### src/rtl/core/rcgs_pkg.sv
// ----------------------------------------------------------------------------
// rcgs_pkg
// Shared constants and types of the capture group scanner.
// ----------------------------------------------------------------------------
package rcgs_pkg;

  // Field widths of the stream beats
  localparam int unsigned CH_W        = 8;
  localparam int unsigned CAP_BEGIN_W = 12;
  localparam int unsigned CAP_END_W   = 13;

  // Default limits
  localparam int unsigned DEFAULT_MAX_DEPTH = 16;
  localparam int unsigned DEFAULT_MAX_LEN   = 4096;

  // Pattern characters of interest
  localparam logic [CH_W-1:0] CH_Q         = 8'h51;  // 'Q'
  localparam logic [CH_W-1:0] CH_E         = 8'h45;  // 'E'
  localparam logic [CH_W-1:0] CH_STAR      = 8'h2A;  // '*'
  localparam logic [CH_W-1:0] CH_QMARK     = 8'h3F;  // '?'
  localparam logic [CH_W-1:0] CH_LT        = 8'h3C;  // '<'
  localparam logic [CH_W-1:0] CH_P         = 8'h50;  // 'P'
  localparam logic [CH_W-1:0] CH_APOS      = 8'h27;  // single quote
  localparam logic [CH_W-1:0] CH_BSLASH    = 8'h5C;  // backslash
  localparam logic [CH_W-1:0] CH_LBRACKET  = 8'h5B;  // '['
  localparam logic [CH_W-1:0] CH_RBRACKET  = 8'h5D;  // ']'
  localparam logic [CH_W-1:0] CH_LPAREN    = 8'h28;  // '('
  localparam logic [CH_W-1:0] CH_RPAREN    = 8'h29;  // ')'

  // Parenthesis events decoded by the mode tracker
  typedef struct packed {
    logic open_grp;
    logic close_grp;
  } ev_t;

  // Status of the group stack for the current character
  typedef struct packed {
    logic found;
    logic push_full;
  } stk_res_t;

endpackage

### src/rtl/core/rcgs_if.sv
// ----------------------------------------------------------------------------
// rcgs_if
// Valid/ready stream interfaces for pattern characters and scan results.
// ----------------------------------------------------------------------------
interface rcgs_in_if;
  logic                          valid;
  logic                          ready;
  logic [rcgs_pkg::CH_W-1:0]     ch;
  logic                          pattern_start;

  modport source (output valid, ch, pattern_start, input ready);
  modport sink   (input valid, ch, pattern_start, output ready);
endinterface

interface rcgs_out_if;
  logic                               valid;
  logic                               ready;
  logic                               found;
  logic [rcgs_pkg::CAP_BEGIN_W-1:0]   cap_begin;
  logic [rcgs_pkg::CAP_END_W-1:0]     cap_end;
  logic                               overflow;

  modport source (output valid, found, cap_begin, cap_end, overflow, input ready);
  modport sink   (input valid, found, cap_begin, cap_end, overflow, output ready);
endinterface

### src/rtl/core/rcgs_mode_tracker.sv
// ----------------------------------------------------------------------------
// rcgs_mode_tracker
// Bracket, escape and quoted-literal mode flags; decodes live parentheses.
// ----------------------------------------------------------------------------
module rcgs_mode_tracker (
  input  logic                          clk_i,
  input  logic                          rst_ni,
  input  logic                          step_i,
  input  logic                          restart_i,
  input  logic [rcgs_pkg::CH_W-1:0]     ch_i,
  output rcgs_pkg::ev_t                 ev_o
);

  logic bracket_q, bracket_d;
  logic escape_q, escape_d;
  logic literal_q, literal_d;
  logic lit_bs_q, lit_bs_d;
  logic bracket_c, escape_c, literal_c, lit_bs_c;

  always_comb begin
    // a new pattern starts from cleared flags
    bracket_c = restart_i ? 1'b0 : bracket_q;
    escape_c  = restart_i ? 1'b0 : escape_q;
    literal_c = restart_i ? 1'b0 : literal_q;
    lit_bs_c  = restart_i ? 1'b0 : lit_bs_q;

    bracket_d = bracket_c;
    escape_d  = escape_c;
    literal_d = literal_c;
    lit_bs_d  = lit_bs_c;
    ev_o      = '0;

    if (bracket_c) begin
      if (ch_i == rcgs_pkg::CH_RBRACKET) bracket_d = 1'b0;
    end else if (escape_c) begin
      escape_d = 1'b0;
      if (ch_i == rcgs_pkg::CH_Q) literal_d = 1'b1;
    end else if (literal_c) begin
      if (lit_bs_c && ch_i == rcgs_pkg::CH_E) begin
        lit_bs_d  = 1'b0;
        literal_d = 1'b0;
      end else begin
        lit_bs_d = (ch_i == rcgs_pkg::CH_BSLASH);
      end
    end else if (ch_i == rcgs_pkg::CH_BSLASH) begin
      escape_d = 1'b1;
    end else if (ch_i == rcgs_pkg::CH_LBRACKET) begin
      bracket_d = 1'b1;
    end else if (ch_i == rcgs_pkg::CH_LPAREN) begin
      ev_o.open_grp = 1'b1;
    end else if (ch_i == rcgs_pkg::CH_RPAREN) begin
      ev_o.close_grp = 1'b1;
    end
  end

  always_ff @(posedge clk_i or negedge rst_ni) begin
    if (!rst_ni) begin
      bracket_q <= 1'b0;
      escape_q  <= 1'b0;
      literal_q <= 1'b0;
      lit_bs_q  <= 1'b0;
    end else if (step_i) begin
      bracket_q <= bracket_d;
      escape_q  <= escape_d;
      literal_q <= literal_d;
      lit_bs_q  <= lit_bs_d;
    end
  end

endmodule

### src/rtl/core/rcgs_group_stack.sv
// ----------------------------------------------------------------------------
// rcgs_group_stack
// Stack of open groups as parallel lanes; each lane collects its first
// three characters and the top lane is classified on a close.
// ----------------------------------------------------------------------------
module rcgs_group_stack #(
  parameter int unsigned MAX_DEPTH = rcgs_pkg::DEFAULT_MAX_DEPTH,
  parameter int unsigned BegW      = 12
) (
  input  logic                          clk_i,
  input  logic                          rst_ni,
  input  logic                          step_i,
  input  logic                          restart_i,
  input  logic [rcgs_pkg::CH_W-1:0]     ch_i,
  input  rcgs_pkg::ev_t                 ev_i,
  input  logic [BegW-1:0]               pos_i,
  output rcgs_pkg::stk_res_t            res_o,
  output logic [BegW-1:0]               cap_begin_o
);

  localparam int unsigned CntW = $clog2(MAX_DEPTH + 1);
  localparam int unsigned IdxW = (MAX_DEPTH > 1) ? $clog2(MAX_DEPTH) : 1;
  localparam int unsigned ChW  = rcgs_pkg::CH_W;

  logic [BegW-1:0] beg_q  [MAX_DEPTH];
  logic [BegW-1:0] beg_d  [MAX_DEPTH];
  logic [ChW-1:0]  byte_q [MAX_DEPTH][3];
  logic [ChW-1:0]  byte_d [MAX_DEPTH][3];
  logic [1:0]      nb_q   [MAX_DEPTH];
  logic [1:0]      nb_d   [MAX_DEPTH];
  logic [CntW-1:0] cnt_q, cnt_d, cnt_c;
  logic [IdxW-1:0] top_idx, push_idx;
  logic [ChW-1:0]  b0, b1, b2;
  logic [1:0]      top_nb;
  logic            capturing;

  always_comb begin
    cnt_c    = restart_i ? '0 : cnt_q;
    cnt_d    = cnt_c;
    top_idx  = IdxW'(cnt_c - CntW'(1));
    push_idx = IdxW'(cnt_c);
    res_o    = '0;

    // append the character to every open lane still short of three
    for (int i = 0; i < MAX_DEPTH; i++) begin
      beg_d[i]  = beg_q[i];
      byte_d[i] = byte_q[i];
      nb_d[i]   = nb_q[i];
      if (CntW'(i) < cnt_c && nb_q[i] != 2'd3) begin
        byte_d[i][nb_q[i]] = ch_i;
        nb_d[i]            = nb_q[i] + 2'd1;
      end
    end

    // classify the top lane with the character just appended
    top_nb = nb_d[top_idx];
    b0 = (top_nb > 2'd0) ? byte_d[top_idx][0] : '0;
    b1 = (top_nb > 2'd1) ? byte_d[top_idx][1] : '0;
    b2 = (top_nb > 2'd2) ? byte_d[top_idx][2] : '0;
    if (b0 == rcgs_pkg::CH_QMARK) begin
      capturing = (b1 == rcgs_pkg::CH_LT) || (b1 == rcgs_pkg::CH_APOS) ||
                  (b1 == rcgs_pkg::CH_P && b2 == rcgs_pkg::CH_LT);
    end else begin
      capturing = (b0 != rcgs_pkg::CH_STAR);
    end
    cap_begin_o = beg_q[top_idx];

    if (ev_i.open_grp) begin
      if (cnt_c == CntW'(MAX_DEPTH)) begin
        res_o.push_full = 1'b1;
      end else begin
        beg_d[push_idx] = pos_i;
        nb_d[push_idx]  = 2'd0;
        cnt_d           = cnt_c + CntW'(1);
      end
    end else if (ev_i.close_grp && cnt_c != '0) begin
      res_o.found = capturing;
      cnt_d       = cnt_c - CntW'(1);
    end
  end

  always_ff @(posedge clk_i or negedge rst_ni) begin
    if (!rst_ni) begin
      cnt_q <= '0;
    end else if (step_i) begin
      cnt_q <= cnt_d;
    end
  end

  // lane contents are only read below the count: no reset needed
  always_ff @(posedge clk_i) begin
    if (step_i) begin
      beg_q  <= beg_d;
      byte_q <= byte_d;
      nb_q   <= nb_d;
    end
  end

endmodule

### src/rtl/core/regex_capture_group_scanner_top.sv
// ----------------------------------------------------------------------------
// regex_capture_group_scanner_top
// Finds capturing groups in a regular-expression pattern fed byte by byte.
// ----------------------------------------------------------------------------
// Feed the pattern one byte per input beat, with pattern_start set on its
// first byte; every input beat yields exactly one result beat. A result has
// found set when that byte was a ')' that closed a capturing group, with
// cap_begin the position of the matching '(' and cap_end the position just
// past the ')'. Groups opening with '*' or '?' do not capture, except the
// named forms "?<", "?'" and "?P<". Bracket classes, backslash escapes and
// \Q..\E literal runs hide parentheses. Overflow is sticky until the next
// pattern start and flags a '(' beyond MAX_DEPTH open groups (dropped) or a
// byte at position MAX_LEN or later (ignored). The block takes one byte
// every cycle while the output is taken; a byte's result is on the output
// once the byte has passed an input register and then the result register.
// The whole update of mode flags and the stack lanes is combinational
// logic, so back-to-back bytes stream at full rate while the output is
// taken.
// ----------------------------------------------------------------------------
module regex_capture_group_scanner_top #(
  parameter int unsigned MAX_DEPTH = rcgs_pkg::DEFAULT_MAX_DEPTH,
  parameter int unsigned MAX_LEN   = rcgs_pkg::DEFAULT_MAX_LEN
) (
  input  logic       clk_i,
  input  logic       rst_ni,
  rcgs_in_if.sink    in_i,
  rcgs_out_if.source out_o
);

  localparam int unsigned PosW     = $clog2(MAX_LEN + 1);
  localparam int unsigned BegW     = $clog2(MAX_LEN);
  localparam int unsigned CapBegW  = rcgs_pkg::CAP_BEGIN_W;
  localparam int unsigned CapEndW  = rcgs_pkg::CAP_END_W;
  localparam int unsigned ChW      = rcgs_pkg::CH_W;

  // Input register stage
  logic           in_valid_q;
  logic [ChW-1:0] in_ch_q;
  logic           in_start_q;

  // Scan state
  logic [PosW-1:0] pos_q, pos_c, pos_inc;
  logic            ovf_q, ovf_d;

  // Result register stage
  logic               out_valid_q;
  logic               out_found_q, out_found_d;
  logic [CapBegW-1:0] out_beg_q, out_beg_d;
  logic [CapEndW-1:0] out_end_q, out_end_d;
  logic               out_ovf_q;

  logic                advance, fire, take, len_over, in_ready;
  rcgs_pkg::ev_t       ev;
  rcgs_pkg::stk_res_t  stk_res;
  logic [BegW-1:0]     stk_begin;

  // Move a registered byte forward whenever the result slot is free or
  // being drained; accept a new byte whenever the input slot moves too.
  assign advance  = !out_valid_q || out_o.ready;
  assign fire     = in_valid_q && advance;
  assign in_ready = !in_valid_q || advance;
  assign in_i.ready = in_ready;

  // A pattern start clears the position before this byte is placed
  assign pos_c    = in_start_q ? '0 : pos_q;
  assign pos_inc  = pos_c + PosW'(1);
  assign len_over = (pos_c >= PosW'(MAX_LEN));
  assign take     = fire && !len_over;

  rcgs_mode_tracker u_mode (
    .clk_i     (clk_i),
    .rst_ni    (rst_ni),
    .step_i    (take),
    .restart_i (in_start_q),
    .ch_i      (in_ch_q),
    .ev_o      (ev)
  );

  rcgs_group_stack #(
    .MAX_DEPTH (MAX_DEPTH),
    .BegW      (BegW)
  ) u_stack (
    .clk_i       (clk_i),
    .rst_ni      (rst_ni),
    .step_i      (take),
    .restart_i   (in_start_q),
    .ch_i        (in_ch_q),
    .ev_i        (ev),
    .pos_i       (BegW'(pos_c)),
    .res_o       (stk_res),
    .cap_begin_o (stk_begin)
  );

  always_comb begin
    ovf_d = (in_start_q ? 1'b0 : ovf_q) | len_over | (!len_over && stk_res.push_full);
    out_found_d = !len_over && stk_res.found;
    // report zero positions when no capturing group closed
    out_beg_d = out_found_d ? CapBegW'(stk_begin) : '0;
    out_end_d = out_found_d ? CapEndW'(pos_inc)   : '0;
  end

  // Control registers
  always_ff @(posedge clk_i or negedge rst_ni) begin
    if (!rst_ni) begin
      in_valid_q  <= 1'b0;
      out_valid_q <= 1'b0;
      pos_q       <= '0;
      ovf_q       <= 1'b0;
    end else begin
      if (in_ready) begin
        in_valid_q <= in_i.valid;
      end
      if (advance) begin
        out_valid_q <= in_valid_q;
      end
      if (take) begin
        pos_q <= pos_inc;
      end
      if (fire) begin
        ovf_q <= ovf_d;
      end
    end
  end

  // Payload registers: hold while stalled
  always_ff @(posedge clk_i) begin
    if (in_ready && in_i.valid) begin
      in_ch_q    <= in_i.ch;
      in_start_q <= in_i.pattern_start;
    end
    if (fire) begin
      out_found_q <= out_found_d;
      out_beg_q   <= out_beg_d;
      out_end_q   <= out_end_d;
      out_ovf_q   <= ovf_d;
    end
  end

  assign out_o.valid     = out_valid_q;
  assign out_o.found     = out_found_q;
  assign out_o.cap_begin = out_beg_q;
  assign out_o.cap_end   = out_end_q;
  assign out_o.overflow  = out_ovf_q;

endmodule

### src/flat_wrapper.sv
// flat-port wrapper written by rule: the top's interface ports become plain ports
module regex_capture_group_scanner_top_flat 
#(
  parameter int unsigned MAX_DEPTH = rcgs_pkg::DEFAULT_MAX_DEPTH,
  parameter int unsigned MAX_LEN   = rcgs_pkg::DEFAULT_MAX_LEN
)
  (clk_i, rst_ni, in_i_valid, in_i_ch, in_i_pattern_start, in_i_ready, out_o_valid, out_o_found, out_o_cap_begin, out_o_cap_end, out_o_overflow, out_o_ready);
  rcgs_in_if in_i_i ();
  rcgs_out_if out_o_i ();
  input  logic clk_i;
  input  logic rst_ni;
  input wire logic [$bits(in_i_i.valid)-1:0] in_i_valid;
  input wire logic [$bits(in_i_i.ch)-1:0] in_i_ch;
  input wire logic [$bits(in_i_i.pattern_start)-1:0] in_i_pattern_start;
  output wire logic [$bits(in_i_i.ready)-1:0] in_i_ready;
  output wire logic [$bits(out_o_i.valid)-1:0] out_o_valid;
  output wire logic [$bits(out_o_i.found)-1:0] out_o_found;
  output wire logic [$bits(out_o_i.cap_begin)-1:0] out_o_cap_begin;
  output wire logic [$bits(out_o_i.cap_end)-1:0] out_o_cap_end;
  output wire logic [$bits(out_o_i.overflow)-1:0] out_o_overflow;
  input wire logic [$bits(out_o_i.ready)-1:0] out_o_ready;
  assign in_i_i.valid = in_i_valid;
  assign in_i_i.ch = in_i_ch;
  assign in_i_i.pattern_start = in_i_pattern_start;
  assign in_i_ready = in_i_i.ready;
  assign out_o_valid = out_o_i.valid;
  assign out_o_found = out_o_i.found;
  assign out_o_cap_begin = out_o_i.cap_begin;
  assign out_o_cap_end = out_o_i.cap_end;
  assign out_o_overflow = out_o_i.overflow;
  assign out_o_i.ready = out_o_ready;
  regex_capture_group_scanner_top #(.MAX_DEPTH(MAX_DEPTH), .MAX_LEN(MAX_LEN)) u_core (.clk_i(clk_i), .rst_ni(rst_ni), .in_i(in_i_i), .out_o(out_o_i));
endmodule
### config.mk
export PLATFORM = sky130hd
export DESIGN_NAME = regex_capture_group_scanner_top_flat
export DESIGN_NICKNAME = d
export VERILOG_FILES = /design/src/rtl/core/rcgs_pkg.sv /design/src/rtl/core/rcgs_if.sv /design/src/rtl/core/rcgs_mode_tracker.sv /design/src/rtl/core/rcgs_group_stack.sv /design/src/rtl/core/regex_capture_group_scanner_top.sv /design/src/flat_wrapper.sv
export SDC_FILE = /design/constraint.sdc
export NUM_CORES = 1
export LEC_CHECK = 0
export BUFFER_PORTS_ARGS = -buffer_cell sky130_fd_sc_hd__buf_2
export CAP_MARGIN = 15
export CELL_PAD_IN_SITES_DETAIL_PLACEMENT = 1
export CELL_PAD_IN_SITES_GLOBAL_PLACEMENT = 1
export CORE_ASPECT_RATIO = 1.2
export CORE_MARGIN = 2
export CORE_UTILIZATION = 52
export CTS_CLUSTER_SIZE = 28
export DETAILED_ROUTE_END_ITERATION = 16
export PLACE_DENSITY = 0.81
export SYNTH_ARGS = -nofsm -noshare
export SYNTH_HDL_FRONTEND = slang
export SYNTH_HIERARCHICAL = 1
export SYNTH_SLANG_ARGS = --single-unit
### constraint.sdc
create_clock -name clk_i -period 7.4 [get_ports clk_i]
set_input_delay 1.48 -clock clk_i [delete_from_list [all_inputs] [get_ports clk_i]]
set_output_delay 1.48 -clock clk_i [all_outputs]
set_load 0.01 [all_outputs]
Yosys cells after proc, flatten, opt, wreduce, memory -nomap -nowiden

Index checks and enable logic that the tools add are counted.
W data, S select, Z words.

Bits in registers: 669
Bits in latches: 0
Bits in writable memories: 0
Memory bits (read-only): 0
Input bits: 13
Output and inout bits: 29
Word-level logic and storage cells: 413
Memories kept: 0

Add/sub/neg operators: 19
Multiply operators: 0
Div/mod/pow operators: 0
Order comparisons: 55
Equality and inequality tests: 30
Shift-type cells: 0
Muxes and demuxes: 141
Bitwise gates (word level): 23
Reductions and logical operators: 50

Operator list:

| operator              | count |
|---|---|
| $mux W24              | 18 |
| $bwmux W24            | 16 |
| $demux W8 S2          | 16 |
| $bwmux W192           | 1 |
| $mux W8               | 19 |
| $bmux W24 S4          | 1 |
| $mux W32              | 2 |
| $bmux W12 S4          | 1 |
| $demux W12 S4         | 1 |
| $eq A8 B6 Y1 const B  | 6 |
| $eq A8 B7 Y1 const B  | 6 |
| $ge A3 B3 Y1 const B  | 16 |
| $lt A3 B1 Y1 const B  | 16 |
| $mux W2               | 24 |
| $not A2 Y3            | 16 |
| $logic_and A1 B1 Y1   | 41 |
| $lt A4 B5 Y1 const A  | 8 |
| $mux W12              | 3 |
| $add A2 B1 Y2 const B | 16 |
| $and A32 B32 Y32      | 1 |
| $mux W1               | 32 |
| $ne A2 B2 Y1 const B  | 16 |
| $not A32 Y32          | 1 |
| $lt A3 B5 Y1 const A  | 4 |
| 23 further kinds      | 37 |

Longest topological paths before layout

Gate-level depths: netlist of the first run.

Depth in word-level cells: 18
Mapped depth: 27
Mapped depth without buffers: 16

Cells and area by module

The synthesis of the first run kept the hierarchy.

Modules (own cells, without submodules):

| module                          | instances | cells each | area an instance (um^2) | sequential area each (um^2) |
|---|---|---|---|---|
| rcgs_group_stack                | 1         | 2658       | 31722.9                 | 18382.6 |
| regex_capture_group_scanner_top | 1         | 192        | 2298.5                  | 1481.4 |
| rcgs_mode_tracker               | 1         | 38         | 315.3                   | 100.1 |

Worst setup path after synthesis of the first run

Ideal clock, no wire load.

Path kind: reg2reg
From: reg u_core.in_start_q
To: reg u_core.out_end_q[11], in the netlist u_core/out_o.cap_end[11] (data pin)
Setup time: 147 ps
Arrival time: 5796 ps
Required time: 7253 ps
Path slack: 1457 ps
Cell stages (with the launch flop): 27
Path buffers: 11
Cell sequence: edfxtp_1 > buf_2 > nor2b_1 > buf_2 > clkinv_1 > buf_2 > buf_2 > buf_2 > buf_2 > buf_2 > buf_2 > ha_1 > clkbuf_1 > nor2b_1 > a21oi_1 > o22ai_1 > and2_1 > clkbuf_1 > nand4_1 > o2111a_1 > or4_1 > a2111oi_2 > o32ai_1 > a211oi_1 > nand2_1 > clkbuf_1 > a21oi_1

RTL lines:

| element                  | line                                   | RTL |
|---|---|---|
| start: declaration       | regex_capture_group_scanner_top.sv:39  | `logic in_start_q;` |
| start signal: assignment | regex_capture_group_scanner_top.sv:129 | `in_start_q <= in_i.pattern_start;` |
| end signal: assignment   | regex_capture_group_scanner_top.sv:134 | `out_end_q <= out_end_d;` |
| end: declaration         | regex_capture_group_scanner_top.sv:49  | `logic [CapEndW-1:0] out_end_q, out_end_d;` |

==> metrics.md, run 1 <==
| Metric | Value |
|---|---|
| Status | `finished, final reports clean` |
| Iter 0 DRT Violations | `between 2,000 and 3,000` |
| H-Tree Depth | `3` |
| Gate count of the mapped netlist | `about 2,900` |
| CP required | `between 7 and 8 ns` |
| Layout Nets | `2,936` |
| Crit path DAT | `6.77 ns` |
| Initial antenna violation count | `0` |
| Switching part of the total | `0.235` |
| Initial DRT Pass Iterations | `5` |
| Sequential-to-total area share from yosys stat | `0.581` |
| Slew HR | `0.155` |
| Setup Skew | `0.0245 ns` |
| Psw | `1950 uW` |
| Port-buffer cells | `41` |
| Final Slew Violations | `0` |
| Total wire length | `114 mm` |
| Synth warn | `6` |
| P_int | `6350 uW` |
| Max-Cap Viols | `0` |
| Tcrit/Tclk final | `0.848` |
| Root buffer cell | `clkbuf_16` |
| Mapped Area | `0.0343 mm^2` |
| Syn Area/Cell | `11.9 um^2` |
| Crit-path max FO | `22` |
| CTS Buf Count | `72` |
| # clock sinks | `669` |
| R2R depth | `17` |
| Async set or reset register ratio after synthesis | `0.0374` |
| Leakage | `approximately 0.013 uW` |
| Setup TNS | `0 ns` |
| Max Clk Rate | `around 0.16 GHz` |
| Critical Path Source Type | `flop` |
| Fin. Hold Viols | `0` |
| Hold Path Class | `flop to flop` |
| WL/cell | `just over 30 um` |
| Core area | `0.0656 mm^2` |
| Hold_ws | `0.548 ns` |
| DPL Wire Length | `between 70 and 80 mm` |
| Layout cells sized above 1 | `0.165` |
| Global-route wire length before repair | `170 mm` |
| Pwr dens | `between 200 and 250 mW/mm^2` |
| Clock share of power | `0.425` |
| GRT Residual Overflow | `0` |
| Top_reg_cell synth | `edfxtp_1` |
| Logic pwr share | `0.055` |
| Synthesized flop and latch total | `669` |
| Io pins | `42` |
| # resized after CTS | `0` |
| Setup Viol. Count Final | `0` |
| Clk buf depth | `3` |
| Die span in x | `roughly 240 um` |
| Sequential Power Share | `0.520` |
| Chip height | `285 um` |
| Worst-path clk slew | `0.07 ns` |
| Via density | `6.74` |
| Measured slew at the worst slew-check pin | `1.27 ns` |
| Post-CTS Setup Bufs | `0` |
| Crit Path Class | `flop to flop` |
| CTS Hold Bufs | `0` |
| Worst hold stages | `2` |
| Vias after detailed routing | `between 20,000 and 30,000` |
| RSZ-0062 raised after global routing | `no` |
| Post-synth net total | `2,970` |
| Starting Density | `0.523` |
| Clk Latency, worst-skew pair | `0.64 ns` |
| Routability-driven placement congestion ratio | `0.942` |
| All-Layer GR Usage | `0.337` |
| DIE AREA | `0.0681 mm^2` |
| # DRC | `0` |
| Post-route minimum period | `6.27 ns` |
| Netlist cell types | `roughly 110` |
| P&R area growth vs syn | `9.34%` |
| CTS tree | `done` |
| Largest net degree at the start of global routing | `166` |
| Number of diodes | `0` |
| Number of global-route vias before repair | `26,126` |
| Antenna-violating nets left | `0` |
| Max rail drop VDD | `about 0.21 mV` |
| FP Rows | `103` |
| Crit end category | `flop` |
| Post-synth EDFFs | `644` |
cell usage after synthesis, types with 17 or more instances:
library cell	instances	area, um^2
edfxtp_1	644	19300
nand2_1	415	1560
o21ai_0	298	1490
nor2_1	155	582
mux2_2	153	1720
clkbuf_1	133	499
a21oi_1	91	455
ha_1	69	863
nand3_1	61	305
buf_2	60	300
inv_1	54	203
mux4_2	52	1170
nor3_1	50	250
and3_1	46	288
mux2i_1	37	370
a31oi_1	32	200
o211ai_1	29	218
dfrtp_1	25	626
a211oi_1	24	180
xnor2_1	23	201
nand4_1	21	131
o221ai_1	21	184
a311oi_1	19	166
o21a_1	17	128
o22ai_1	17	106
worst max-delay path, cell delays in order, from the launching register on:
cell and delay [ns]:
edfxtp_1 0.58, inv_1 0.26, nand2_1 0.22, ha_1 0.74, xor2_4 0.69, buf_4 0.32, nor3_2 0.13, o21a_1 0.16
a2111oi_0 0.76, o211a_1 0.30, nand4_1 0.11, a2111oi_2 0.40, o32ai_1 0.18, a211oi_1 0.27, buf_4 0.29, nand2_1 0.30
nor2_1 0.24, o21a_1 0.16
cells by family after synthesis:
kind of cell,Yosys count,share of synthesized area
AOI/OAI and AO/OA,698,0.130
and+or+nand+nor,893,0.122
adders and majority gates,69,0.0251
DFF,669,0.581
muxes,250,0.0980
xor gates and xnor gates,25,0.00660
buffers and inverters,284,0.0364
sequential cells by signal, indices dropped and copies added (netlist names):
name and count:
u_core/u_mode/escape_q 1, u_core/in_valid_q 1, u_core/in_ch_q 8, u_core/out_o.found 1, u_core/u_stack/cnt_q 5, u_core/u_stack/beg_q 192
u_core/out_o.cap_end 13, u_core/u_mode/bracket_q 1, u_core/out_o.cap_begin 12, u_core/ovf_q 1, u_core/u_stack/byte_q 384, u_core/pos_q 13
u_core/out_o.valid 1, u_core/u_mode/lit_bs_q 1, u_core/out_o.overflow 1, u_core/u_mode/literal_q 1, u_core/u_stack/nb_q 32, u_core/in_start_q 1
layer usage:
metal / global-route usage / share of wire
met1: 0.418 / 0.38
met2: 0.576 / 0.50
met3: 0.0464 / 0.065
met4: 0.174 / 0.055
met5: 0 / 0
layout by cell type (no fill, tap or decap), types with 17 or more instances in the layout:
master       n
a21oi_1     91
nand4_1     21
buf_4       72
xnor2_1     22
dfrtp_1     25
o221ai_1    21
buf_2       41
nand2_1    415
clkbuf_1    18
a211oi_1    24
o22ai_1     17
o21ai_0    298
nand3_1     61
nor3_1      50
clkbuf_16   73
mux2i_1     37
o21a_1      17
nor2_1     154
o211ai_1    29
ha_1        68
inv_1       54
mux2_2     153
edfxtp_1   644
mux4_2      52
and3_1      46
a311oi_1    18
a31oi_1     32
power groups by stage:
stage	Sequential [uW]	Combinational, uW	Clock, uW
floorplan	4400	241	0
global placement	4390	423	0
detailed placement	4390	444	0
CTS	4310	450	3570
global route	4320	484	3700
finish	4320	458	3530
path summary, 6_finish.rpt:
check | end | slack, ns | startpoint
max | u_core/out_o.cap_end[4] | 1.13 | u_core/in_start_q
min | u_core/u_stack/byte_q[129] | 0.55 | u_core/u_stack/byte_q[129]
max reg2reg | u_core/out_o.cap_end[4] | 1.13 | u_core/in_start_q
min reg2reg | u_core/u_stack/byte_q[129] | 0.55 | u_core/u_stack/byte_q[129]
max in group asynchronous | u_core/u_stack/cnt_q[1] | 5.96 | rst_ni
min in group asynchronous | u_core/pos_q[9] | 0.94 | rst_ni
layout make-up:
| cell class | count | area, um^2 |
|---|---|---|
| Multi-Input combinational cell | 1935 | 13200 |
| Sequential cell | 669 | 20000 |
| Tap cell | 840 | 1050 |
| Fill cell | 6602 | 28100 |
| Timing Repair Buffer | 118 | 853 |
| Clock inverter | 34 | 319 |
| Clock buffer | 94 | 1940 |
| Inverter | 58 | 230 |
per-stage QoR:
step,util,worst slack [ns],total power [uW],area (um^2),cells
floorplan,-,1.46,4640,34300,2888
global placement,0.538,1.43,4810,35300,3619
detailed placement,0.538,1.33,4840,35300,3619
CTS,0.572,1.26,8340,37500,3747
global route,0.572,0.893,8510,37500,3748
finish,0.572,1.13,8300,37500,3748
Power figures use the tool's default switching activity.
==> inputs of run 2 (changes only) <==
--- a/config.mk
+++ b/config.mk
@@ -11,10 +11,10 @@
 export CELL_PAD_IN_SITES_GLOBAL_PLACEMENT = 1
 export CORE_ASPECT_RATIO = 1.2
 export CORE_MARGIN = 2
-export CORE_UTILIZATION = 52
+export CORE_UTILIZATION = 47
 export CTS_CLUSTER_SIZE = 28
 export DETAILED_ROUTE_END_ITERATION = 16
-export PLACE_DENSITY = 0.81
+export PLACE_DENSITY = 0.77
 export SYNTH_ARGS = -nofsm -noshare
 export SYNTH_HDL_FRONTEND = slang
 export SYNTH_HIERARCHICAL = 1
==> constraint.sdc (replaced) <==
create_clock -name clk_i -period 5.2 [get_ports clk_i]
set_input_delay 1.04 -clock clk_i [delete_from_list [all_inputs] [get_ports clk_i]]
set_output_delay 1.04 -clock clk_i [all_outputs]
set_load 0.01 [all_outputs]
==> run 2 against run 1 <==
  * First-iteration DRC count down 2.4%
  * Die area up 10%
  * Critical endpoint unchanged
  * Fmax up 22%
  * Global-route usage down 3.8 points
  * Sequential share of layout area down 1.6 points
  * Wire length down 1.6%
==> metrics.md, run 2 (synthesis results as in run 1) <==
| Metric | Value |
|---|---|
| Status | `finished, final reports clean` |
| Initial DRT Pass Iterations | `5 (unchanged)` |
| Initial antenna violation count | `1 (+1)` |
| Max reg flops | `384 (unchanged)` |
| GRT Residual Overflow | `0 (unchanged)` |
| Power, Total | `12,300 uW (+48%)` |
| Slew HR | `0.285 (+0.129)` |
| Setup WS pre-CTS | `-0.0396 ns (-1.37 ns)` |
| Fin. Hold Viols | `0 (unchanged)` |
| Met3 WL post-DR | `6.73 mm (-9.9%)` |
| Most used cell, CP | `buf_4` |
| Setup TNS | `0 ns (unchanged)` |
| CTS Buf Count | `73 (+1.4%)` |
| R2R Path End | `u_core/out_o.cap_end[4]` |
| R2R depth | `20 (+3)` |
| CTS tree | `done` |
| DIE AREA | `0.0752 mm^2 (+10%)` |
| Max Clk Rate | `0.195 GHz (+22%)` |
| Critical Path Source Type | `flop` |
| Layout cells sized above 1 | `0.192 (+0.0266)` |
| Met1 WL | `43.7 mm (+0.27%)` |
| Core area | `0.0723 mm^2 (+10%)` |
| Met2 wire len | `55.5 mm (-2.6%)` |
| Delay-heaviest family, CP | `compound AO/OA/AOI/OAI gates` |
| Most common cell after layout, fill and taps aside | `edfxtp_1` |
| CP max stage cell | `or4b_1` |
| H-Tree Depth | `3 (unchanged)` |
| DPL Wire Length | `75.1 mm (-1.4%)` |
| Hold_ws | `0.481 ns (-0.0673 ns)` |
| Leakage | `0.0136 uW (+4.4%)` |
| Io pins | `42 (unchanged)` |
| Antenna-violating nets left | `0 (unchanged)` |
| Tcrit/Tclk final | `0.987 (+0.139)` |
| Largest regs | `u_core/u_stack/byte_q x384, u_core/u_stack/beg_q x192, u_core/u_stack/nb_q x32` |
| P&R area growth vs syn | `12.8%` |
| Largest net degree at the start of global routing | `130 (-22%)` |
| Number of diodes | `0 (unchanged)` |
| Final Slew Violations | `0 (unchanged)` |
| Worst-path clk slew | `0.06 ns (about the same)` |
| Max-Cap Viols | `0 (unchanged)` |
| Buf/Inv on CP | `7 (+4)` |
| Via density | `6.43 (-4.6%)` |
| Routability-driven placement congestion ratio | `0.919 (-2.4%)` |
| WL/cell | `28.6 um (-6.2%)` |
| Most frequent cells in the layout | `edfxtp_1 (644), nand2_1 (415), o21ai_0 (298)` |
| Global-route wire length before repair | `169 mm (-0.80%)` |
| Starting Density | `0.475 (-0.0485)` |
| Port-buffer cells | `41 (unchanged)` |
| Post-route minimum period | `5.13 ns (-1.14 ns)` |
| FF-to-FF setup slack | `0.07 ns (-1.06 ns)` |
| Biggest register | `u_core/u_stack/byte_q` |
| Setup Skew | `0.0234 ns (-0.00113 ns)` |
| # DRC | `0 (unchanged)` |
| Crit-path cells | `nor2b_4 > inv_6 > ha_1 > buf_12 > xnor2_4 > buf_4 > buf_4 > buf_4 > a21o_1 > a21oi_1 > o31ai_1 > or4b_1 > a2111oi_0 > o32ai_1 > buf_4 > a211oi_4 > nand2_1 > buf_12 > nor2_1 > o21a_1` |
| CTS Hold Bufs | `0 (unchanged)` |
| # clock sinks | `669 (unchanged)` |
| Chip height | `300 um (+5.1%)` |
| Total wire length | `113 mm (-1.6%)` |
| Clk Latency, worst-skew pair | `0.63 ns (about the same)` |
| Max rail drop VDD | `0.308 mV (+43%)` |
| Crit path DAT | `5.63 ns (-1.14 ns)` |
| Root buffer cell | `clkbuf_16` |
| Crit Path Class | `flop to flop` |
| Crit-path max FO | `17 (-23%)` |
| Die span in x | `251 um (+5.1%)` |
| Hold Path Class | `input pin to async pin` |
| Clk buf depth | `3 (unchanged)` |
| Max layer used | `met5` |
| Setup Viol. Count Final | `0 (unchanged)` |
| All-Layer GR Usage | `0.299 (-0.0381)` |
| Number of global-route vias before repair | `26,278 (+0.58%)` |
| CP required | `5.70 ns (-2.20 ns)` |
| Pwr dens | `318 mW/mm^2 (+44%)` |
| FP Rows | `108 (+4.9%)` |
| Iter 0 DRT Violations | `2,443 (-2.4%)` |
| Vias after detailed routing | `25,262 (-0.0079%)` |
| Measured slew at the worst slew-check pin | `1.07 ns (-0.196 ns)` |
| Layout Nets | `3,020 (+2.9%)` |
| Max stage delay on crit path | `0.64 ns (-0.12 ns)` |
| Worst reg2reg path startpoint | `u_core/in_start_q` |
| Post-route setup slack | `0.0700 ns (-1.06 ns)` |
| Crit end category | `flop` |
run 2: worst max-delay path by stage:
stage	start	end	slack [ns]	cells past startpoint
3_5_place_dp	u_core/in_start_q	u_core/out_o.cap_end[4]	-0.04	20
2_1_floorplan	u_core/in_start_q	u_core/out_o.cap_end[11]	0.003	25
6_report	u_core/in_start_q	u_core/out_o.cap_end[4]	0.07	20
3_3_place_gp	u_core/in_start_q	u_core/out_o.cap_end[4]	-0.01	19
5_1_grt	u_core/in_start_q	u_core/out_o.cap_end[4]	-0.01	20
4_1_cts	u_core/in_start_q	u_core/out_o.cap_end[4]	0.005	19
run 2: layout make-up:
class | instances | area, um^2
fillers | 7342 | 33600
flip-flops and latches | 669 | 20000
multi-input cells | 1935 | 13200
clock buffers | 96 | 2050
repair buffers | 201 | 1630
well taps | 935 | 1170
clock inverters | 36 | 455
inverters | 58 | 230
run 2: stage by stage:
| stage | cells | instance area [um^2] | util |
|---|---|---|---|
| 2_1_floorplan | 2888 | 34400 | - |
| 3_5_place_dp | 3782 | 36000 | 0.498 |
| 3_3_place_gp | 3782 | 36000 | 0.498 |
| 6_report | 3930 | 38700 | 0.536 |
| 5_1_grt | 3930 | 38700 | 0.536 |
| 4_1_cts | 3915 | 38600 | 0.533 |
run 2: worst register-to-register path, cell delays in order (launching register included):
cell and delay, ns:
edfxtp_1 0.46, nor2b_4 0.22, inv_6 0.11, ha_1 0.24, buf_12 0.17, xnor2_4 0.25, buf_4 0.20, buf_4 0.13
buf_4 0.16, a21o_1 0.18, a21oi_1 0.23, o31ai_1 0.14, or4b_1 0.64, a2111oi_0 0.53, o32ai_1 0.22, buf_4 0.19
a211oi_4 0.32, nand2_1 0.17, buf_12 0.18, nor2_1 0.13, o21a_1 0.15
run 2: where the power goes:
part / internal (uW) / switching, uW / total [uW]
Combinational: 152 / 511 / 663
Sequential: 6070 / 70.2 / 6140
Clock: 3320 / 2200 / 5520
Total: 9540 / 2780 / 12300
run 2: timing repair:
item / in CTS / in global routing
resized for setup: 1 / 7
gates cloned: 1 / 1
buffers inserted: 0 / 11
pin swaps: 1 / 3
endpoints found under the setup margin: 2 / 26
run 2: metal layers:
metal | track usage | vias up
met5 | 0 | -
met4 | 0.160 | 2
met3 | 0.0384 | 284
met2 | 0.507 | 983
met1 | 0.375 | 12953
li1 | - | 11040
